## config.mk

```make
export PLATFORM = sky130hd
export DESIGN_NAME = string_to_unsigned_parser_top
export DESIGN_NICKNAME = d
export VERILOG_FILES = /design/src/stup_pkg.sv /design/src/stup_front.sv /design/src/stup_queue.sv /design/src/stup_back.sv /design/src/string_to_unsigned_parser_top.sv
export SDC_FILE = /design/constraint.sdc
export NUM_CORES = 1
export LEC_CHECK = 0
export ABC_AREA = 1
export BUFFER_PORTS_ARGS = -buffer_cell sky130_fd_sc_hd__clkbuf_2
export CAP_MARGIN = 40
export CELL_PAD_IN_SITES_DETAIL_PLACEMENT = 0
export CELL_PAD_IN_SITES_GLOBAL_PLACEMENT = 2
export CORE_UTILIZATION = 32
export CTS_CLUSTER_DIAMETER = 30
export DETAILED_ROUTE_END_ITERATION = 16
export MAX_ROUTING_LAYER = met4
export PLACE_DENSITY = 0.68
export SLEW_MARGIN = 5
export SYNTH_ARGS = -nofsm -noshare
export SYNTH_HDL_FRONTEND = slang
export SYNTH_SLANG_ARGS = --single-unit
```

## constraint.sdc

```tcl
create_clock -name clk -period 11.8 [get_ports clk]
set_input_delay 2.36 -clock clk [delete_from_list [all_inputs] [get_ports clk]]
set_output_delay 2.36 -clock clk [all_outputs]
set_load 0.01 [all_outputs]
```

## src/stup_pkg.sv

```systemverilog
// Shared types and character constants for the string-to-unsigned parser.
`default_nettype none

package stup_pkg;

  // Characters the parser recognises
  localparam logic [7:0] CH_NUL = 8'h00;
  localparam logic [7:0] CH_TAB = 8'h09;
  localparam logic [7:0] CH_SP  = 8'h20;
  localparam logic [7:0] CH_0   = 8'h30;
  localparam logic [7:0] CH_9   = 8'h39;
  localparam logic [7:0] CH_UA  = 8'h41;
  localparam logic [7:0] CH_UF  = 8'h46;
  localparam logic [7:0] CH_UX  = 8'h58;
  localparam logic [7:0] CH_LA  = 8'h61;
  localparam logic [7:0] CH_LF  = 8'h66;
  localparam logic [7:0] CH_LX  = 8'h78;

  // Bases
  localparam logic [5:0] RADIX_AUTO = 6'd0;
  localparam logic [5:0] BASE_OCT   = 6'd8;
  localparam logic [5:0] BASE_DEC   = 6'd10;
  localparam logic [5:0] BASE_HEX   = 6'd16;

  // Digit code for a character that is no digit
  localparam logic [4:0] DIGIT_NONE = 5'd16;

  // Queue between front and back
  localparam int QDEPTH = 2;
  localparam int QPTR_W = 1;
  localparam int QCNT_W = 2;

  // One classified character
  typedef struct packed {
    logic       is_nul;
    logic       is_blank;
    logic       is_zero;
    logic       is_x;
    logic [4:0] digit;
  } char_class_t;

endpackage

`default_nettype wire

```

## src/stup_front.sv

```systemverilog
// Front end: accepts characters and classifies them for the queue.
`default_nettype none

module stup_front (
  input  wire logic                 push,
  output logic                      full,
  input  wire logic [7:0]           char_in,
  input  wire logic                 q_full,
  output logic                      q_wr,
  output stup_pkg::char_class_t     q_item
);

  logic [4:0] digit;

  always_comb begin
    priority if (char_in >= stup_pkg::CH_0 && char_in <= stup_pkg::CH_9) begin
      digit = 5'(char_in - stup_pkg::CH_0);
    end else if (char_in >= stup_pkg::CH_LA && char_in <= stup_pkg::CH_LF) begin
      digit = 5'(char_in - stup_pkg::CH_LA + 8'd10);
    end else if (char_in >= stup_pkg::CH_UA && char_in <= stup_pkg::CH_UF) begin
      digit = 5'(char_in - stup_pkg::CH_UA + 8'd10);
    end else begin
      digit = stup_pkg::DIGIT_NONE;
    end
  end

  assign q_item.is_nul   = (char_in == stup_pkg::CH_NUL);
  assign q_item.is_blank = (char_in == stup_pkg::CH_SP) || (char_in == stup_pkg::CH_TAB);
  assign q_item.is_zero  = (char_in == stup_pkg::CH_0);
  assign q_item.is_x     = (char_in == stup_pkg::CH_LX) || (char_in == stup_pkg::CH_UX);
  assign q_item.digit    = digit;

  assign full = q_full;
  assign q_wr = push && !q_full;

endmodule

`default_nettype wire

```

## src/stup_queue.sv

```systemverilog
// Short queue of classified characters between front and back.
`default_nettype none

module stup_queue (
  input  wire logic                  clk,
  input  wire logic                  rst,
  input  wire logic                  wr,
  input  wire stup_pkg::char_class_t wr_item,
  output logic                       full,
  output logic                       valid,
  output stup_pkg::char_class_t      rd_item,
  input  wire logic                  rd
);

  stup_pkg::char_class_t slots [stup_pkg::QDEPTH];
  logic [stup_pkg::QPTR_W-1:0] wr_ptr;
  logic [stup_pkg::QPTR_W-1:0] rd_ptr;
  logic [stup_pkg::QCNT_W-1:0] count;

  assign full    = (count == stup_pkg::QCNT_W'(stup_pkg::QDEPTH));
  assign valid   = (count != '0);
  assign rd_item = slots[rd_ptr];

  always_ff @(posedge clk) begin
    if (wr) begin
      slots[wr_ptr] <= wr_item;
    end
  end

  always_ff @(posedge clk) begin
    if (rst) begin
      wr_ptr <= '0;
      rd_ptr <= '0;
      count  <= '0;
    end else begin
      if (wr) begin
        wr_ptr <= (wr_ptr == stup_pkg::QPTR_W'(stup_pkg::QDEPTH - 1)) ? '0 : wr_ptr + 1'b1;
      end
      if (rd) begin
        rd_ptr <= (rd_ptr == stup_pkg::QPTR_W'(stup_pkg::QDEPTH - 1)) ? '0 : rd_ptr + 1'b1;
      end
      unique case ({wr, rd})
        2'b10:   count <= count + 1'b1;
        2'b01:   count <= count - 1'b1;
        default: count <= count;
      endcase
    end
  end

endmodule

`default_nettype wire

```

## src/stup_back.sv

```systemverilog
// Back end: prefix and digit state machine, accumulator and result register.
`default_nettype none

module stup_back #(
  parameter int MAX_LEN = 255
) (
  input  wire logic                  clk,
  input  wire logic                  rst,
  input  wire logic                  cfg_we,
  input  wire logic [5:0]            cfg_data,
  input  wire logic                  q_valid,
  input  wire stup_pkg::char_class_t q_item,
  output logic                       q_rd,
  output logic                       empty,
  input  wire logic                  pop,
  output logic [63:0]                value,
  output logic [7:0]                 end_offset
);

  localparam int POS_W = $clog2(MAX_LEN + 1);
  localparam int EXT_W = (POS_W > 8) ? POS_W : 8;

  typedef enum logic [1:0] {
    PH_SKIP,
    PH_ZERO,
    PH_DIGITS,
    PH_STOPPED
  } phase_t;

  phase_t             phase;
  logic [5:0]         radix;
  logic [5:0]         active_base;
  logic [63:0]        accumulator;
  logic [POS_W-1:0]   position;
  logic [POS_W-1:0]   stop_position;
  logic               out_valid;

  logic               out_free;
  logic [5:0]         auto_base;
  logic [5:0]         mul_base;
  logic               digit_ok;
  logic [63:0]        product;
  logic [63:0]        accumulator_next;
  logic [POS_W-1:0]   position_next;
  logic [EXT_W-1:0]   end_ext;

  assign out_free = !out_valid || pop;
  assign q_rd     = q_valid && (!q_item.is_nul || out_free);
  assign empty    = !out_valid;

  // Base for the first character after the blanks
  assign auto_base = (radix == stup_pkg::RADIX_AUTO) ? stup_pkg::BASE_DEC : radix;
  assign mul_base  = (phase == PH_SKIP) ? auto_base : active_base;
  assign digit_ok  = (q_item.digit != stup_pkg::DIGIT_NONE) &&
                     ({1'b0, q_item.digit} < mul_base);

  assign product          = accumulator * 64'(mul_base);
  assign accumulator_next = product + 64'(q_item.digit[3:0]);
  assign position_next    = (position < POS_W'(MAX_LEN)) ? position + 1'b1 : position;

  assign end_ext = (phase == PH_STOPPED) ? EXT_W'(stop_position) : EXT_W'(position);

  always_ff @(posedge clk) begin
    if (rst) begin
      radix <= stup_pkg::RADIX_AUTO;
    end else if (cfg_we) begin
      radix <= cfg_data;
    end
  end

  always_ff @(posedge clk) begin
    if (rst) begin
      phase         <= PH_SKIP;
      active_base   <= '0;
      accumulator   <= '0;
      position      <= '0;
      stop_position <= '0;
      out_valid     <= 1'b0;
    end else begin
      if (pop && out_valid) begin
        out_valid <= 1'b0;
      end
      if (q_rd) begin
        if (q_item.is_nul) begin
          // Deliver the result and clear for the next string
          out_valid     <= 1'b1;
          value         <= accumulator;
          end_offset    <= end_ext[7:0];
          phase         <= PH_SKIP;
          active_base   <= '0;
          accumulator   <= '0;
          position      <= '0;
          stop_position <= '0;
        end else begin
          unique case (phase)
            PH_SKIP: begin
              priority if (q_item.is_blank) begin
                position <= position_next;
              end else if (q_item.is_zero && radix == stup_pkg::RADIX_AUTO) begin
                active_base <= stup_pkg::BASE_OCT;
                position    <= position_next;
                phase       <= PH_ZERO;
              end else if (q_item.is_zero && radix == stup_pkg::BASE_HEX) begin
                active_base <= stup_pkg::BASE_HEX;
                position    <= position_next;
                phase       <= PH_ZERO;
              end else begin
                active_base <= auto_base;
                if (digit_ok) begin
                  accumulator <= accumulator_next;
                  position    <= position_next;
                  phase       <= PH_DIGITS;
                end else begin
                  stop_position <= position;
                  phase         <= PH_STOPPED;
                end
              end
            end
            PH_ZERO, PH_DIGITS: begin
              if (phase == PH_ZERO && q_item.is_x) begin
                active_base <= stup_pkg::BASE_HEX;
                position    <= position_next;
                phase       <= PH_DIGITS;
              end else if (digit_ok) begin
                accumulator <= accumulator_next;
                position    <= position_next;
                phase       <= PH_DIGITS;
              end else begin
                stop_position <= position;
                phase         <= PH_STOPPED;
              end
            end
            PH_STOPPED: begin
              // Drop characters until the terminator
            end
            default: begin
              phase <= PH_SKIP;
            end
          endcase
        end
      end
    end
  end

`ifndef ASSERT_OFF
  a_stop_not_past: assert property (@(posedge clk) disable iff (rst)
    stop_position <= position)
    else $error("stop position beyond position");

  a_pos_limit: assert property (@(posedge clk) disable iff (rst)
    position <= POS_W'(MAX_LEN))
    else $error("position beyond limit");

  a_prefix_clear: assert property (@(posedge clk) disable iff (rst)
    (phase == PH_SKIP || phase == PH_ZERO) |-> accumulator == '0)
    else $error("accumulator non-zero before digits");

  a_result_only_on_nul: assert property (@(posedge clk) disable iff (rst)
    (!out_valid && !(q_rd && q_item.is_nul)) |=> !out_valid)
    else $error("result without terminator");
`endif

endmodule

`default_nettype wire

```

## src/string_to_unsigned_parser_top.sv

```systemverilog
// Top level of the streaming string-to-unsigned parser.
`default_nettype none

// Streaming string-to-unsigned converter. Characters enter one per transfer
// on the push/full side; a NUL ends the string and yields one result
// (value and end_offset) on the empty/pop side, after which the parser is
// ready for the next string. Leading spaces and tabs are skipped; radix 0
// picks the base from the prefix (0x/0X hex, 0 octal, else decimal) and
// radix 16 skips an optional 0x. The value wraps modulo 2^64, the consumed
// count saturates at MAX_LEN and end_offset carries its low 8 bits.
// Throughput is one character per clock unless a NUL waits for an unpopped
// result: the back end folds each digit into the accumulator with a single
// 64 by 6 bit multiply-add, and that loop sets the figure. The queue registers
// each character before the back end takes it; a result shows on the ports in
// the cycle after its NUL leaves the queue. The radix register is sampled at
// a string's first non-blank character. No clearing pass follows reset.
module string_to_unsigned_parser_top #(
  parameter int MAX_LEN = 255
) (
  input  wire logic        clk,
  input  wire logic        rst,
  // Configuration: radix register
  input  wire logic        cfg_we,
  input  wire logic [5:0]  cfg_data,
  // Character input
  input  wire logic        push,
  output logic             full,
  input  wire logic [7:0]  char_in,
  // Result output
  output logic             empty,
  input  wire logic        pop,
  output logic [63:0]      value,
  output logic [7:0]       end_offset
);

  // Front to queue
  logic                  fq_wr;
  stup_pkg::char_class_t fq_item;
  logic                  q_full;

  // Queue to back
  logic                  q_valid;
  stup_pkg::char_class_t q_item;
  logic                  q_rd;

  // Classify each character as it is transferred in
  stup_front u_front (
    .push    (push),
    .full    (full),
    .char_in (char_in),
    .q_full  (q_full),
    .q_wr    (fq_wr),
    .q_item  (fq_item)
  );

  // Hold classified characters between front and back; input stalls once the queue is full
  stup_queue u_queue (
    .clk     (clk),
    .rst     (rst),
    .wr      (fq_wr),
    .wr_item (fq_item),
    .full    (q_full),
    .valid   (q_valid),
    .rd_item (q_item),
    .rd      (q_rd)
  );

  // Run the prefix and digit state machine and hold the result
  stup_back #(
    .MAX_LEN (MAX_LEN)
  ) u_back (
    .clk        (clk),
    .rst        (rst),
    .cfg_we     (cfg_we),
    .cfg_data   (cfg_data),
    .q_valid    (q_valid),
    .q_item     (q_item),
    .q_rd       (q_rd),
    .empty      (empty),
    .pop        (pop),
    .value      (value),
    .end_offset (end_offset)
  );

endmodule

`default_nettype wire

```

==> impl_results.html, run 1 <==
<table>
<tr><th>Metric</th><th>Value</th></tr>
<tr><th colspan="2">Status</th></tr>
<tr><td>Result of the run</td><td>complete, no violations</td></tr>
<tr><th colspan="2">Logic synthesis</th></tr>
<tr><td>Instance count of the mapped netlist</td><td>2,525</td></tr>
<tr><td>Post-synth ARST share</td><td>0</td></tr>
<tr><td>Flip-flop and latch count after synthesis</td><td>190</td></tr>
<tr><td>Average cell area after synthesis</td><td>7.84 µm²</td></tr>
<tr><td>Synth warnings</td><td>0</td></tr>
<tr><td>Top post-synthesis cells by area</td><td>sky130_fd_sc_hd__fa_1 24%, sky130_fd_sc_hd__edfxtp_1 14%, sky130_fd_sc_hd__dfxtp_1 10%</td></tr>
<tr><td>Number of nets in the synthesized netlist</td><td>2,925</td></tr>
<tr><td>Primary flip-flop cell chosen by synthesis mapping</td><td>sky130_fd_sc_hd__dfxtp_1</td></tr>
<tr><td>Cell area after synthesis</td><td>19,800 µm²</td></tr>
<tr><td>Top cell type by total area after synthesis</td><td>sky130_fd_sc_hd__fa_1</td></tr>
<tr><td>Top-area cell type share of the netlist area</td><td>0.241</td></tr>
<tr><td>Number of enable-type register cells in the synthesized netlist</td><td>90</td></tr>
<tr><td>Portion of the post-synthesis area used by sequential elements</td><td>0.238</td></tr>
<tr><td>Distinct cells, synth</td><td>50</td></tr>
<tr><th colspan="2">Clock network</th></tr>
<tr><td>Deepest level of the CTS H-tree</td><td>4</td></tr>
<tr><td>Root Buffer</td><td>sky130_fd_sc_hd__clkbuf_16</td></tr>
<tr><td>Clock network latency to the later pin of the worst-skew pair</td><td>500 ps</td></tr>
<tr><td>Post-CTS resize count</td><td>0</td></tr>
<tr><td>Reg clk slew, reported paths</td><td>80 ps</td></tr>
<tr><td>Post CTS Setup Buffer Count</td><td>0</td></tr>
<tr><td>TritonCTS clock tree</td><td>built</td></tr>
<tr><td>Num Clock Sinks</td><td>190</td></tr>
<tr><td>Clk buf depth</td><td>2</td></tr>
<tr><td># hold bufs at CTS</td><td>0</td></tr>
<tr><td>Cts bufs inserted</td><td>17</td></tr>
<tr><th colspan="2">Flow run</th></tr>
<tr><td>Max-capacitance violation count</td><td>0</td></tr>
<tr><th colspan="2">Placed design</th></tr>
<tr><td>HPWL Detailed</td><td>51.5 mm</td></tr>
<tr><td>Worst slack after detailed placement</td><td>5320 ps</td></tr>
<tr><td>Area after detailed placement</td><td>21,000 µm²</td></tr>
<tr><td>Routability-driven placement congestion ratio</td><td>0.932</td></tr>
<tr><td>Number of cells after detailed placement</td><td>3,346</td></tr>
<tr><td>Number of buffer cells added on primary ports</td><td>92</td></tr>
<tr><th colspan="2">Critical path</th></tr>
<tr><td>Type of element capturing the critical path</td><td>flop</td></tr>
<tr><td>Critical path startpoint category</td><td>flop</td></tr>
<tr><td>Critical Path Max Stage Delay</td><td>520 ps</td></tr>
<tr><td>WP depth</td><td>25</td></tr>
<tr><td>Top Family by Delay on Critical Path</td><td>adder cells</td></tr>
<tr><td>Buffers plus inverters on the worst setup path</td><td>6</td></tr>
<tr><td>Maximum fanout count along the critical path</td><td>30</td></tr>
<tr><td>Worst path slowest cell</td><td>sky130_fd_sc_hd__fa_1</td></tr>
<tr><td>Path depth of the worst reg2reg path</td><td>25</td></tr>
<tr><td>Launch instance of the worst register-to-register path</td><td>u_back.phase[0]</td></tr>
<tr><td>Critical Setup Path Class</td><td>reg2reg</td></tr>
<tr><td>Origin of the worst setup path</td><td>u_back.phase[0]</td></tr>
<tr><td>Critical path required time</td><td>12,220 ps</td></tr>
<tr><td>Signal arrival time at the worst endpoint</td><td>6970 ps</td></tr>
<tr><th colspan="2">Global route</th></tr>
<tr><td>Total Routing Usage GR</td><td>0.217</td></tr>
<tr><td>Largest net degree at the start of global routing</td><td>64</td></tr>
<tr><td>Global-route wire length before repair</td><td>102 mm</td></tr>
<tr><td>Antenna violations before repair</td><td>0</td></tr>
<tr><td>Total grt overflow</td><td>0</td></tr>
<tr><td>Vias in the first global route</td><td>17,900</td></tr>
<tr><th colspan="2">Route</th></tr>
<tr><td>First-iteration detailed-routing DRC count</td><td>806</td></tr>
<tr><td>First-pass iteration count of the detailed router</td><td>6</td></tr>
<tr><td>Routed wire length per instance</td><td>18.9 µm</td></tr>
<tr><td>DRC errors left</td><td>0</td></tr>
<tr><td>Via-to-Cell Ratio</td><td>4.96</td></tr>
<tr><td>Wirelength, routed</td><td>63.9 mm</td></tr>
<tr><td>Number of nets with antenna violations after routing</td><td>0</td></tr>
<tr><td>Vias after detailed routing</td><td>16,800</td></tr>
<tr><th colspan="2">Timing</th></tr>
<tr><td>Highest Clock Rate</td><td>153 MHz</td></tr>
<tr><td>Total negative slack</td><td>0 ps</td></tr>
<tr><td>Final hold viol count</td><td>0</td></tr>
<tr><td>Max-slew headroom</td><td>0.392</td></tr>
<tr><td>Slew of the pin with the lowest slew margin</td><td>912 ps</td></tr>
<tr><td>Setup clock skew after layout</td><td>16.3 ps</td></tr>
<tr><td>Setup repair after global routing missed its margin</td><td>false</td></tr>
<tr><td>Number of endpoints failing setup at the final stage</td><td>0</td></tr>
<tr><td>Crit path time final</td><td>6560 ps</td></tr>
<tr><td>Tcrit/Tclk final</td><td>0.556</td></tr>
<tr><td>Final-report max-slew violation count</td><td>0</td></tr>
<tr><td>Final critical-path setup slack</td><td>5240 ps</td></tr>
<tr><th colspan="2">Cells and area</th></tr>
<tr><td>ANT cells</td><td>0</td></tr>
<tr><td>Non-Filler Instances</td><td>3,378</td></tr>
<tr><td>Design area</td><td>21,600 µm²</td></tr>
<tr><td>Nets</td><td>2,983</td></tr>
<tr><td>Area added between synthesis and finish</td><td>9.24%</td></tr>
<tr><td>Commonest cells after routing, fill and taps aside</td><td>511 x sky130_fd_sc_hd__nor2_1, 489 x sky130_fd_sc_hd__nand2_1, 312 x sky130_fd_sc_hd__inv_1</td></tr>
<tr><td>Count of filler cells inserted in the layout</td><td>6,453</td></tr>
<tr><td>Most common cell after layout, fill and taps aside</td><td>sky130_fd_sc_hd__nor2_1</td></tr>
<tr><td>Layout cells sized above 1</td><td>0.0632</td></tr>
<tr><th colspan="2">Power</th></tr>
<tr><td>Worst IR Drop VDD</td><td>142 µV</td></tr>
<tr><td>Leak Pwr</td><td>10.2 nW</td></tr>
<tr><td>Total power</td><td>2.76 mW</td></tr>
<tr><td>Power density over the cells</td><td>128 nW/µm²</td></tr>
<tr><th colspan="2">Die</th></tr>
<tr><td>Total core area</td><td>60,700 µm²</td></tr>
<tr><td>Die height</td><td>251 µm</td></tr>
<tr><td>Count of standard-cell rows</td><td>90</td></tr>
<tr><td>Die area</td><td>62,800 µm²</td></tr>
<tr><td>Horizontal extent of the die</td><td>251 µm</td></tr>
<tr><td>Starting utilization of the core area</td><td>0.326</td></tr>
<tr><td>Io pins</td><td>93</td></tr>
<tr><th colspan="2">Min path</th></tr>
<tr><td>Startpoint of the lowest-slack hold path</td><td>u_back.active_base[2]</td></tr>
<tr><td>Worst hold-check path type</td><td>reg2reg</td></tr>
<tr><td>Instance count along the most critical hold path</td><td>2</td></tr>
</table>
## Yosys cell counts, drive strengths merged, types with 30 or more instances
cell type  count
ha           143
o21ai        102
fa           238
buf           30
nand2        497
inv          317
a21oi        202
edfxtp        90
nand3        110
clkbuf        34
nor2         515
dfxtp        100
## worst register-to-register path, delay by kind of cell, from the launching register on
| family | cells | cell delay (ps) |
|---|---|---|
| AO/OA/AOI/OAI | 4 | 1110 |
| adder cells (fa/ha/maj) | 6 | 2440 |
| AND/OR/NAND/NOR | 9 | 1160 |
| flip-flops | 1 | 380 |
| buffers and inverters | 6 | 1390 |
## per-stage QoR
step | util | hold slack (ps)
3_5_place_dp | 0.347 | 446
6_report | 0.356 | 458
4_1_cts | 0.356 | 461
5_1_grt | 0.356 | 474
3_3_place_gp | 0.346 | 437
2_1_floorplan | - | 426
## state kept, by name, indices dropped and copies added (netlist names), named ones only
register / flops
u_back.position: 8
u_back.out_valid: 1
u_back.active_base: 6
u_back.stop_position: 8
u_queue.wr_ptr: 1
u_queue.slots: 18
u_back.end_offset: 8
u_back.accumulator: 64
u_queue.rd_ptr: 1
u_queue.count: 2
u_back.radix: 6
u_back.phase: 2
u_back.value: 64
## path summary, 6_finish.rpt
| check | to | slack (ps) |
|---|---|---|
| max | u_back.accumulator[61] | 5240 |
| min | u_back.active_base[2] | 460 |
| max reg2reg | u_back.accumulator[61] | 5240 |
| min reg2reg | u_back.active_base[2] | 460 |
## kinds of logic after synthesis
group | after synthesis | share of synthesized area
and+or+nand+nor | 1192 | 0.245
buffers and inverters | 381 | 0.0761
adders and majority gates | 381 | 0.331
xor gates and xnor gates | 32 | 0.0142
muxes | 1 | 0.000506
AOI/OAI and AO/OA | 348 | 0.0952
DFF | 190 | 0.238
## layout make-up
cell class                 instances  area (µm²)  share of cell area
sequential                       190        4700               0.218
clock buffer                      18         429              0.0199
clock inverter                    14         146             0.00677
tap                              782         978              0.0453
multi-input combinational       1954       13600               0.629
timing repair buffer             103         576              0.0266
inverter                         317        1190              0.0550
## where the power goes
group	leakage, nW	switching [mW]	internal [mW]
combinational	8.21	1.05	0.284
clock	0.285	0.323	0.283
sequential	1.66	0.0462	0.776
## layer usage
metal / wire, µm / track usage / vias up / part of all wire
met5: 0 / - / - / 0
met2: 31600 / 0.370 / 283 / 0.49
met3: 1930 / 0.0268 / 57 / 0.030
li1: - / - / 8181 / -
met1: 29200 / 0.272 / 8239 / 0.46
met4: 1270 / 0.0573 / 0 / 0.020
Note: power is estimated with default switching activity, not from simulation.
==> run 2: changes to the inputs <==
Clock period 11.8 ns to 6.1 ns, I/O delays scaled along.
==> run 2 against run 1 <==
Compared with the run above: wire length grew 3.4%; sequential share of layout area decreased by 1.0 points; worst setup slack got worse by 5000 ps; clock power grew 93%; non-clock buffer count up 115; fmax is 12% higher; critical endpoint is now u_back.accumulator[45]; highest routed layer unchanged.
==> impl_results.html, run 2 (synthesis results as in run 1) <==
<table>
<tr><th>Metric</th><th>Value</th></tr>
<tr><th colspan="2">Status</th></tr>
<tr><td>Result of the run</td><td>complete, no violations</td></tr>
<tr><th colspan="2">Timing</th></tr>
<tr><td>Max-slew headroom</td><td>0.465 (+0.0726)</td></tr>
<tr><td>Crit path time final</td><td>5850 ps (-708 ps)</td></tr>
<tr><td>Slew of the pin with the lowest slew margin</td><td>800 ps (-112 ps)</td></tr>
<tr><td>Final-report max-slew violation count</td><td>0 (unchanged)</td></tr>
<tr><td>Number of endpoints failing setup at the final stage</td><td>0 (unchanged)</td></tr>
<tr><td>Final critical-path setup slack</td><td>252 ps (-4990 ps)</td></tr>
<tr><td>Highest Clock Rate</td><td>171 MHz (+12%)</td></tr>
<tr><td>Final hold viol count</td><td>0 (unchanged)</td></tr>
<tr><td>Setup repair after global routing missed its margin</td><td>false</td></tr>
<tr><td>Tcrit/Tclk final</td><td>0.959 (+0.403)</td></tr>
<tr><td>Setup clock skew after layout</td><td>22.6 ps (+6.27 ps)</td></tr>
<tr><th colspan="2">Power</th></tr>
<tr><td>Internal cell power</td><td>2.83 mW (+110%)</td></tr>
<tr><td>Clock power share</td><td>0.207 (-0.013)</td></tr>
<tr><td>Power density over the cells</td><td>250 nW/µm² (+96%)</td></tr>
<tr><td>Seq pwr share</td><td>0.281 (-0.017)</td></tr>
<tr><td>Gate power share</td><td>0.511 (+0.029)</td></tr>
<tr><td>P_sw</td><td>2.83 mW (+100%)</td></tr>
<tr><td>Leak Pwr</td><td>10.8 nW (+6.1%)</td></tr>
<tr><td>Worst IR Drop VDD</td><td>292 µV (+110%)</td></tr>
<tr><td>Fraction of power spent switching nets</td><td>0.500 (-0.0135)</td></tr>
<tr><th colspan="2">Global route</th></tr>
<tr><td>Largest net degree at the start of global routing</td><td>48 (-25%)</td></tr>
<tr><td>Vias in the first global route</td><td>18,200 (+1.5%)</td></tr>
<tr><td>Total Routing Usage GR</td><td>0.224 (+0.00676)</td></tr>
<tr><td>Antenna violations before repair</td><td>0 (unchanged)</td></tr>
<tr><td>Total grt overflow</td><td>0 (unchanged)</td></tr>
<tr><td>Global-route wire length before repair</td><td>105 mm (+2.9%)</td></tr>
<tr><th colspan="2">Route</th></tr>
<tr><td>Via-to-Cell Ratio</td><td>4.96 (about the same)</td></tr>
<tr><td>First-iteration detailed-routing DRC count</td><td>899 (+12%)</td></tr>
<tr><td>Number of nets with antenna violations after routing</td><td>0 (unchanged)</td></tr>
<tr><td>Routed wire length per instance</td><td>18.9 µm (about the same)</td></tr>
<tr><td>First-pass iteration count of the detailed router</td><td>7 (+1)</td></tr>
<tr><td>Vias after detailed routing</td><td>17,300 (+3.5%)</td></tr>
<tr><td>DRC errors left</td><td>0 (unchanged)</td></tr>
<tr><td>Wirelength, routed</td><td>66.1 mm (+3.4%)</td></tr>
<tr><th colspan="2">Clock network</th></tr>
<tr><td>TritonCTS clock tree</td><td>built</td></tr>
<tr><td>Deepest level of the CTS H-tree</td><td>4 (unchanged)</td></tr>
<tr><td># hold bufs at CTS</td><td>0 (unchanged)</td></tr>
<tr><td>Clk buf depth</td><td>2 (unchanged)</td></tr>
<tr><td>Num Clock Sinks</td><td>190 (unchanged)</td></tr>
<tr><td>Clock network latency to the later pin of the worst-skew pair</td><td>510 ps (about the same)</td></tr>
<tr><td>Cts bufs inserted</td><td>17 (unchanged)</td></tr>
<tr><td>Root Buffer</td><td>sky130_fd_sc_hd__clkbuf_16</td></tr>
<tr><td>Reg clk slew, reported paths</td><td>100 ps (+20 ps)</td></tr>
<tr><th colspan="2">Critical path</th></tr>
<tr><td>Path depth of the worst reg2reg path</td><td>24 (-4.0%)</td></tr>
<tr><td>Reg2Reg Capture Point</td><td>u_back.accumulator[45]</td></tr>
<tr><td>End point of the critical path</td><td>u_back.accumulator[45]</td></tr>
<tr><td>Origin of the worst setup path</td><td>u_back.phase[0]</td></tr>
<tr><td>Slack of the worst reg-to-reg path</td><td>250 ps (-4990 ps)</td></tr>
<tr><td>Type of element capturing the critical path</td><td>flop</td></tr>
<tr><td>Critical path startpoint category</td><td>flop</td></tr>
<tr><td>Critical Setup Path Class</td><td>reg2reg</td></tr>
<tr><td>Maximum fanout count along the critical path</td><td>30 (unchanged)</td></tr>
<tr><td>Launch instance of the worst register-to-register path</td><td>u_back.phase[0]</td></tr>
<tr><td>Signal arrival time at the worst endpoint</td><td>6280 ps (-690 ps)</td></tr>
<tr><td>Critical path required time</td><td>6530 ps (-5690 ps)</td></tr>
<tr><th colspan="2">Cells and area</th></tr>
<tr><td>Area of the multi-input gates</td><td>13,600 µm² (+0.40%)</td></tr>
<tr><td>Count of filler cells inserted in the layout</td><td>6,405 (-0.74%)</td></tr>
<tr><td>Area added between synthesis and finish</td><td>14.5%</td></tr>
<tr><td>Layout cells sized above 1</td><td>0.107 (+0.0434)</td></tr>
<tr><td>Most common cell after layout, fill and taps aside</td><td>sky130_fd_sc_hd__nor2_1</td></tr>
<tr><td>Utilization after layout</td><td>0.373 (+0.0171)</td></tr>
<tr><td>Commonest cells after routing, fill and taps aside</td><td>510 x sky130_fd_sc_hd__nor2_1, 489 x sky130_fd_sc_hd__nand2_1, 312 x sky130_fd_sc_hd__inv_1</td></tr>
<tr><td>Nets</td><td>3,098 (+3.9%)</td></tr>
<tr><td>Largest registers ranked by flip-flop count</td><td>u_back.accumulator: 64 flops, u_back.value: 64 flops, u_queue.slots: 18 flops</td></tr>
<tr><td>Sequential cell area</td><td>4700 µm² (unchanged)</td></tr>
<tr><th colspan="2">Min path</th></tr>
<tr><td>Worst hold-check path type</td><td>reg2reg</td></tr>
<tr><th colspan="2">Die</th></tr>
<tr><td>Horizontal extent of the die</td><td>251 µm (unchanged)</td></tr>
<tr><td>Count of standard-cell rows</td><td>90 (unchanged)</td></tr>
<tr><td>Io pins</td><td>93 (unchanged)</td></tr>
<tr><td>Starting utilization of the core area</td><td>0.326 (unchanged)</td></tr>
<tr><td>Die area</td><td>62,800 µm² (unchanged)</td></tr>
<tr><td>Total core area</td><td>60,700 µm² (unchanged)</td></tr>
<tr><td>Die height</td><td>251 µm (unchanged)</td></tr>
<tr><th colspan="2">Placed design</th></tr>
<tr><td>Worst slack after detailed placement</td><td>-127 ps (-5440 ps)</td></tr>
<tr><td>Routability-driven placement congestion ratio</td><td>1.00 (+7.7%)</td></tr>
<tr><td>HPWL Detailed</td><td>54.0 mm (+4.9%)</td></tr>
<tr><td>Number of buffer cells added on primary ports</td><td>92 (unchanged)</td></tr>
<tr><th colspan="2">Flow run</th></tr>
<tr><td>Max-capacitance violation count</td><td>0 (unchanged)</td></tr>
</table>
[run 2: how the worst min path moves through the flow]
stage               cells past startpoint                    from               end
global placement                        1          u_queue.rd_ptr    u_queue.rd_ptr
finish                                  0  u_back.accumulator[49]  u_back.value[49]
global route                            0  u_back.accumulator[14]  u_back.value[14]
floorplan                               1          u_queue.rd_ptr              flop
detailed placement                      0  u_back.accumulator[16]  u_back.value[16]
CTS                                     0  u_back.accumulator[49]  u_back.value[49]
[run 2: critical path, cell delays in order, from the launching register on]
cell,delay (ps)
sky130_fd_sc_hd__dfxtp_1,390
sky130_fd_sc_hd__inv_1,70
sky130_fd_sc_hd__ha_2,240
sky130_fd_sc_hd__buf_4,170
sky130_fd_sc_hd__or2_2,290
sky130_fd_sc_hd__nand2_2,90
sky130_fd_sc_hd__buf_12,200
sky130_fd_sc_hd__buf_12,220
sky130_fd_sc_hd__nor2_1,90
sky130_fd_sc_hd__fa_1,570
sky130_fd_sc_hd__fa_1,440
sky130_fd_sc_hd__fa_1,460
sky130_fd_sc_hd__ha_1,290
sky130_fd_sc_hd__ha_1,420
sky130_fd_sc_hd__nand2_1,130
sky130_fd_sc_hd__nor2_1,180
sky130_fd_sc_hd__inv_1,170
sky130_fd_sc_hd__nor2_1,210
sky130_fd_sc_hd__inv_1,110
sky130_fd_sc_hd__nor2_2,260
sky130_fd_sc_hd__nand3_1,200
sky130_fd_sc_hd__nand3_2,200
sky130_fd_sc_hd__nor2_1,50
sky130_fd_sc_hd__nand3b_1,150
sky130_fd_sc_hd__a21oi_1,120
[run 2: area by class of cell]
cell class | instances | area share
Clock inverter | 13 | 0.00641
Sequential cell | 190 | 0.208
Inverter | 317 | 0.0526
Clock buffer | 19 | 0.0191
Antenna cell | 1 | 0.000110
Tap cell | 782 | 0.0432
Multi-Input combinational cell | 1954 | 0.602
Timing Repair Buffer | 218 | 0.0684
[run 2: repair_timing]
| action | in CTS | in global routing |
|---|---|---|
| cloned | 0 | 0 |
| setup buffers | 0 | 0 |
| endpoints found under the setup margin | 1 | 28 |
| gates resized for setup | 2 | 11 |
[run 2: power groups by stage]
stage	Sequential, mW	Combinational [mW]	Clock, mW
finish	1.59	2.89	1.17
global route	1.61	3.12	1.26
CTS	1.59	2.89	1.23
detailed placement	1.62	2.88	0
global placement	1.62	2.79	0
floorplan	1.62	1.75	0
[run 2: metal layers]
metal	wire, µm	global-route usage
met5	0	-
met4	1570	0.0692
met3	2110	0.0215
met2	32100	0.374
met1	30300	0.286
[run 2: per-stage QoR]
stage | cell area, µm² | instances | hold slack [ps] | TNS [ps] | power (mW)
after floorplan | 19800 | 2525 | 426 | 0 | 3.38
after global placement | 21900 | 3458 | 437 | -166 | 4.41
after detailed placement | 22000 | 3461 | 442 | -127 | 4.50
after CTS | 22600 | 3493 | 449 | 0 | 5.71
after global routing | 22700 | 3493 | 476 | 0 | 5.99
final | 22700 | 3494 | 449 | 0 | 5.65
==> run 3: changes to the inputs <==
Settings changed: ABC_AREA 1 to not set, GPL_ROUTABILITY_DRIVEN set to 1, PLACE_DENSITY 0.68 to 0.63.
==> run 3 against run 2 <==
Compared with the run above: worst hold slack improved by 20 ps; total power decreased by 23%; first-iteration DRC count down 12%; clock skew fell by 5.7 ps; clock-buffer cell count down 1; critical endpoint is now u_back.accumulator[57]; area after synthesis is 3.6% lower; largest cell class unchanged.
==> impl_results.html, run 3 <==
<table>
<tr><th>Metric</th><th>Value</th></tr>
<tr><th colspan="2">Logic synthesis</th></tr>
<tr><td>Distinct cells, synth</td><td>82 (+64%)</td></tr>
<tr><td>Top cells by instance count after synthesis</td><td>336 x sky130_fd_sc_hd__and2_1, 238 x sky130_fd_sc_hd__fa_1, 143 x sky130_fd_sc_hd__ha_1, 143 x sky130_fd_sc_hd__nand2_1, 112 x sky130_fd_sc_hd__nor2_1</td></tr>
<tr><td>Flip-flop and latch count after synthesis</td><td>190 (unchanged)</td></tr>
<tr><td>Number of enable-type register cells in the synthesized netlist</td><td>90 (unchanged)</td></tr>
<tr><td>Top post-synthesis cells by area</td><td>sky130_fd_sc_hd__fa_1 25%, sky130_fd_sc_hd__edfxtp_1 14%, sky130_fd_sc_hd__and2_1 11%</td></tr>
<tr><td>Cell area after synthesis</td><td>19,100 µm² (-3.6%)</td></tr>
<tr><td>Most numerous cell in the Yosys netlist</td><td>sky130_fd_sc_hd__and2_1</td></tr>
<tr><td>Primary flip-flop cell chosen by synthesis mapping</td><td>sky130_fd_sc_hd__dfxtp_1</td></tr>
<tr><td>Post-synth ARST share</td><td>0 (unchanged)</td></tr>
<tr><td>Number of nets in the synthesized netlist</td><td>2,299 (-21%)</td></tr>
<tr><td>Top cell type by total area after synthesis</td><td>sky130_fd_sc_hd__fa_1</td></tr>
<tr><td>Top-area cell type share of the netlist area</td><td>0.250 (+0.00899)</td></tr>
<tr><td>Average cell area after synthesis</td><td>10.0 µm² (+28%)</td></tr>
<tr><td>Synth warnings</td><td>0 (unchanged)</td></tr>
<tr><td>Portion of the post-synthesis area used by sequential elements</td><td>0.247 (+0.00887)</td></tr>
<tr><td>Instance count of the mapped netlist</td><td>1,899 (-25%)</td></tr>
<tr><th colspan="2">Die</th></tr>
<tr><td>Total core area</td><td>58,900 µm² (-2.9%)</td></tr>
<tr><td>Io pins</td><td>93 (unchanged)</td></tr>
<tr><td>Starting utilization of the core area</td><td>0.324 (-0.00219)</td></tr>
<tr><td>Horizontal extent of the die</td><td>246 µm (-1.8%)</td></tr>
<tr><td>Die area</td><td>60,600 µm² (-3.6%)</td></tr>
<tr><td>Die height</td><td>246 µm (-1.8%)</td></tr>
<tr><td>Count of standard-cell rows</td><td>89 (-1.1%)</td></tr>
<tr><th colspan="2">Min path</th></tr>
<tr><td>Worst hold-check path type</td><td>reg2reg</td></tr>
<tr><th colspan="2">Critical path</th></tr>
<tr><td>Path depth of the worst reg2reg path</td><td>23 (-4.2%)</td></tr>
<tr><td>Critical path required time</td><td>6500 ps (-30 ps)</td></tr>
<tr><td>Type of element capturing the critical path</td><td>flop</td></tr>
<tr><td>Origin of the worst setup path</td><td>u_back.radix[0]</td></tr>
<tr><td>Signal arrival time at the worst endpoint</td><td>6400 ps (+120 ps)</td></tr>
<tr><td>Launch instance of the worst register-to-register path</td><td>u_back.radix[0]</td></tr>
<tr><td>Critical path startpoint category</td><td>flop</td></tr>
<tr><td>Critical Setup Path Class</td><td>reg2reg</td></tr>
<tr><td>Reg2Reg Capture Point</td><td>u_back.accumulator[57]</td></tr>
<tr><td>End point of the critical path</td><td>u_back.accumulator[57]</td></tr>
<tr><td>Slack of the worst reg-to-reg path</td><td>100 ps (-150 ps)</td></tr>
<tr><td>Maximum fanout count along the critical path</td><td>12 (-60%)</td></tr>
<tr><th colspan="2">Global route</th></tr>
<tr><td>Global-route wire length before repair</td><td>88.0 mm (-16%)</td></tr>
<tr><td>Largest net degree at the start of global routing</td><td>48 (unchanged)</td></tr>
<tr><td>Antenna violations before repair</td><td>0 (unchanged)</td></tr>
<tr><td>Vias in the first global route</td><td>15,200 (-17%)</td></tr>
<tr><td>Total grt overflow</td><td>0 (unchanged)</td></tr>
<tr><td>Total Routing Usage GR</td><td>0.194 (-0.0302)</td></tr>
<tr><th colspan="2">Cells and area</th></tr>
<tr><td>Largest registers ranked by flip-flop count</td><td>u_back.accumulator: 64 flops, u_back.value: 64 flops, u_queue.slots: 18 flops</td></tr>
<tr><td>Layout cells sized above 1</td><td>0.186 (+0.0796)</td></tr>
<tr><td>Nets</td><td>2,438 (-21%)</td></tr>
<tr><td>Most common cell after layout, fill and taps aside</td><td>sky130_fd_sc_hd__and2_1</td></tr>
<tr><td>Utilization after layout</td><td>0.383 (+0.00948)</td></tr>
<tr><td>Non-Filler Instances</td><td>2,825 (-19%)</td></tr>
<tr><td>Area added between synthesis and finish</td><td>18.2%</td></tr>
<tr><td>Commonest cells after routing, fill and taps aside</td><td>336 x sky130_fd_sc_hd__and2_1, 238 x sky130_fd_sc_hd__fa_1, 140 x sky130_fd_sc_hd__nand2_1</td></tr>
<tr><th colspan="2">Placed design</th></tr>
<tr><td>Worst slack after detailed placement</td><td>-124 ps (+3.22 ps)</td></tr>
<tr><td>Routability-driven placement congestion ratio</td><td>0.816 (-19%)</td></tr>
<tr><td>Number of cells after detailed placement</td><td>2,766 (-20%)</td></tr>
<tr><td>Number of buffer cells added on primary ports</td><td>92 (unchanged)</td></tr>
<tr><td>HPWL Detailed</td><td>40.5 mm (-25%)</td></tr>
<tr><th colspan="2">Timing</th></tr>
<tr><td>Number of endpoints failing setup at the final stage</td><td>0 (unchanged)</td></tr>
<tr><td>Final-report max-slew violation count</td><td>0 (unchanged)</td></tr>
<tr><td>Slew of the pin with the lowest slew margin</td><td>799 ps (-0.554 ps)</td></tr>
<tr><td>Highest Clock Rate</td><td>167 MHz (-2.6%)</td></tr>
<tr><td>Final critical-path setup slack</td><td>98.2 ps (-154 ps)</td></tr>
<tr><td>Final hold viol count</td><td>0 (unchanged)</td></tr>
<tr><td>Max-slew headroom</td><td>0.465 (about the same)</td></tr>
<tr><td>Crit path time final</td><td>6000 ps (+154 ps)</td></tr>
<tr><td>Total negative slack</td><td>0 ps (unchanged)</td></tr>
<tr><td>Setup clock skew after layout</td><td>16.9 ps (-5.65 ps)</td></tr>
<tr><td>Tcrit/Tclk final</td><td>0.984 (+0.0252)</td></tr>
<tr><td>Setup repair after global routing missed its margin</td><td>true</td></tr>
<tr><th colspan="2">Route</th></tr>
<tr><td>Wirelength, routed</td><td>55.4 mm (-16%)</td></tr>
<tr><td>Vias after detailed routing</td><td>14,200 (-18%)</td></tr>
<tr><td>Via-to-Cell Ratio</td><td>5.03 (+1.3%)</td></tr>
<tr><td>First-pass iteration count of the detailed router</td><td>5 (-2)</td></tr>
<tr><td>DRC errors left</td><td>0 (unchanged)</td></tr>
<tr><td>First-iteration detailed-routing DRC count</td><td>793 (-12%)</td></tr>
<tr><td>Routed wire length per instance</td><td>19.6 µm (+3.6%)</td></tr>
<tr><td>Number of nets with antenna violations after routing</td><td>0 (unchanged)</td></tr>
<tr><th colspan="2">Clock network</th></tr>
<tr><td>Reg clk slew, reported paths</td><td>80 ps (-20 ps)</td></tr>
<tr><td>Root Buffer</td><td>sky130_fd_sc_hd__clkbuf_16</td></tr>
<tr><td>Clk buf depth</td><td>2 (unchanged)</td></tr>
<tr><td>Cts bufs inserted</td><td>17 (unchanged)</td></tr>
<tr><td>Clock network latency to the later pin of the worst-skew pair</td><td>500 ps (about the same)</td></tr>
<tr><td>TritonCTS clock tree</td><td>built</td></tr>
<tr><td># hold bufs at CTS</td><td>0 (unchanged)</td></tr>
<tr><td>Num Clock Sinks</td><td>190 (unchanged)</td></tr>
<tr><td>Deepest level of the CTS H-tree</td><td>4 (unchanged)</td></tr>
<tr><th colspan="2">Flow run</th></tr>
<tr><td>Max-capacitance violation count</td><td>0 (unchanged)</td></tr>
<tr><th colspan="2">Status</th></tr>
<tr><td>Result of the run</td><td>complete, no violations</td></tr>
<tr><th colspan="2">Power</th></tr>
<tr><td>Worst IR Drop VDD</td><td>245 µV (-16%)</td></tr>
<tr><td>Power density over the cells</td><td>193 nW/µm² (-23%)</td></tr>
<tr><td>Total power</td><td>4.36 mW (-23%)</td></tr>
<tr><td>Leak Pwr</td><td>10.3 nW (-4.0%)</td></tr>
</table>
==> run 3: changes by cell type in the layout (fill, tap and decap cells not counted), moves of 27 or more <==
cell,delta
sky130_fd_sc_hd__nor2_1,-399
sky130_fd_sc_hd__and2_1,+335
sky130_fd_sc_hd__xnor2_1,+38
sky130_fd_sc_hd__ha_1,-29
sky130_fd_sc_hd__a21oi_1,-116
sky130_fd_sc_hd__ha_4,+27
sky130_fd_sc_hd__o21ai_0,-41
sky130_fd_sc_hd__inv_1,-242
sky130_fd_sc_hd__a22oi_1,+40
sky130_fd_sc_hd__nand3_1,-85
sky130_fd_sc_hd__nand2_1,-349
==> run 3: worst min path at each step <==
stage | from | endpoint | cells after the start
floorplan | u_back.active_base[2] | u_back.active_base[2] | 2
global placement | u_back.active_base[2] | u_back.active_base[2] | 2
detailed placement | u_back.active_base[2] | u_back.active_base[2] | 2
CTS | u_back.active_base[2] | u_back.active_base[2] | 2
global route | u_back.active_base[0] | u_back.active_base[0] | 2
finish | u_back.phase[1] | u_back.phase[1] | 2
==> run 3: through the flow <==
| stage | hold slack (ps) | area [µm²] |
|---|---|---|
| floorplan | 443 | 19100 |
| CTS | 471 | 21700 |
| global placement | 454 | 20900 |
| detailed placement | 457 | 20900 |
| global route | 507 | 22500 |
| finish | 470 | 22500 |
==> run 3: power breakdown <==
part / leakage (nW) / switching [mW] / internal (mW) / total (mW)
Combinational: 8.38 / 1.04 / 0.594 / 1.63
Sequential: 1.66 / 0.0689 / 1.45 / 1.51
Clock: 0.305 / 0.642 / 0.573 / 1.22
==> run 3: logic make-up (layout without fill, tap and decap cells) <==
| logic type | count (synthesis) | after routing | synth area share |
|---|---|---|---|
| compound gates | 355 | 355 | 0.124 |
| mux | 32 | 34 | 0.0190 |
| fa+ha+maj | 381 | 381 | 0.344 |
| buf+inv | 161 | 311 | 0.0345 |
| other cells | 0 | 1 | 0 |
| xor+xnor | 71 | 71 | 0.0330 |
| simple gates | 709 | 709 | 0.199 |
| flops | 190 | 190 | 0.247 |
==> run 3: routing by layer <==
metal  up-vias  share of wire  track usage
met5         -              0            -
met4         0          0.011       0.0406
met3        30          0.029       0.0297
met2       187           0.46        0.296
met1      7233           0.50        0.271
li1       6760              -            -
==> run 3: layout make-up <==
| class | instances | area [µm²] |
|---|---|---|
| fill | 5837 | 36400 |
| multi-input combinational | 1550 | 14400 |
| sequential | 190 | 4700 |
| timing repair buffer | 209 | 1550 |
| tap | 773 | 967 |
| clock buffer | 18 | 439 |
| inverter | 70 | 263 |
| clock inverter | 14 | 183 |
| antenna | 1 | 2.50 |
==> run 3: critical path, stage by stage, from the launching register on <==
cell and delay [ps]:
sky130_fd_sc_hd__dfxtp_1 310, sky130_fd_sc_hd__or4_4 560, sky130_fd_sc_hd__nor3_4 130, sky130_fd_sc_hd__nor2_1 100, sky130_fd_sc_hd__a21oi_4 140, sky130_fd_sc_hd__buf_4 170
sky130_fd_sc_hd__clkbuf_16 180, sky130_fd_sc_hd__and2_1 140, sky130_fd_sc_hd__fa_1 440, sky130_fd_sc_hd__fa_1 520, sky130_fd_sc_hd__fa_1 460, sky130_fd_sc_hd__ha_1 300
sky130_fd_sc_hd__ha_1 340, sky130_fd_sc_hd__buf_4 190, sky130_fd_sc_hd__a21oi_1 150, sky130_fd_sc_hd__o21bai_1 90, sky130_fd_sc_hd__a211o_1 330, sky130_fd_sc_hd__a21oi_4 250
sky130_fd_sc_hd__o31ai_2 90, sky130_fd_sc_hd__buf_4 170, sky130_fd_sc_hd__a21oi_2 140, sky130_fd_sc_hd__a21oi_2 90, sky130_fd_sc_hd__or3_1 360, sky130_fd_sc_hd__a32o_1 240
==> run 3: repair_timing <==
action	CTS	global route
gates cloned	2	3
resized for setup	9	106
pin swaps	5	34
setup buffers	4	17
endpoints found under the setup margin	13	28
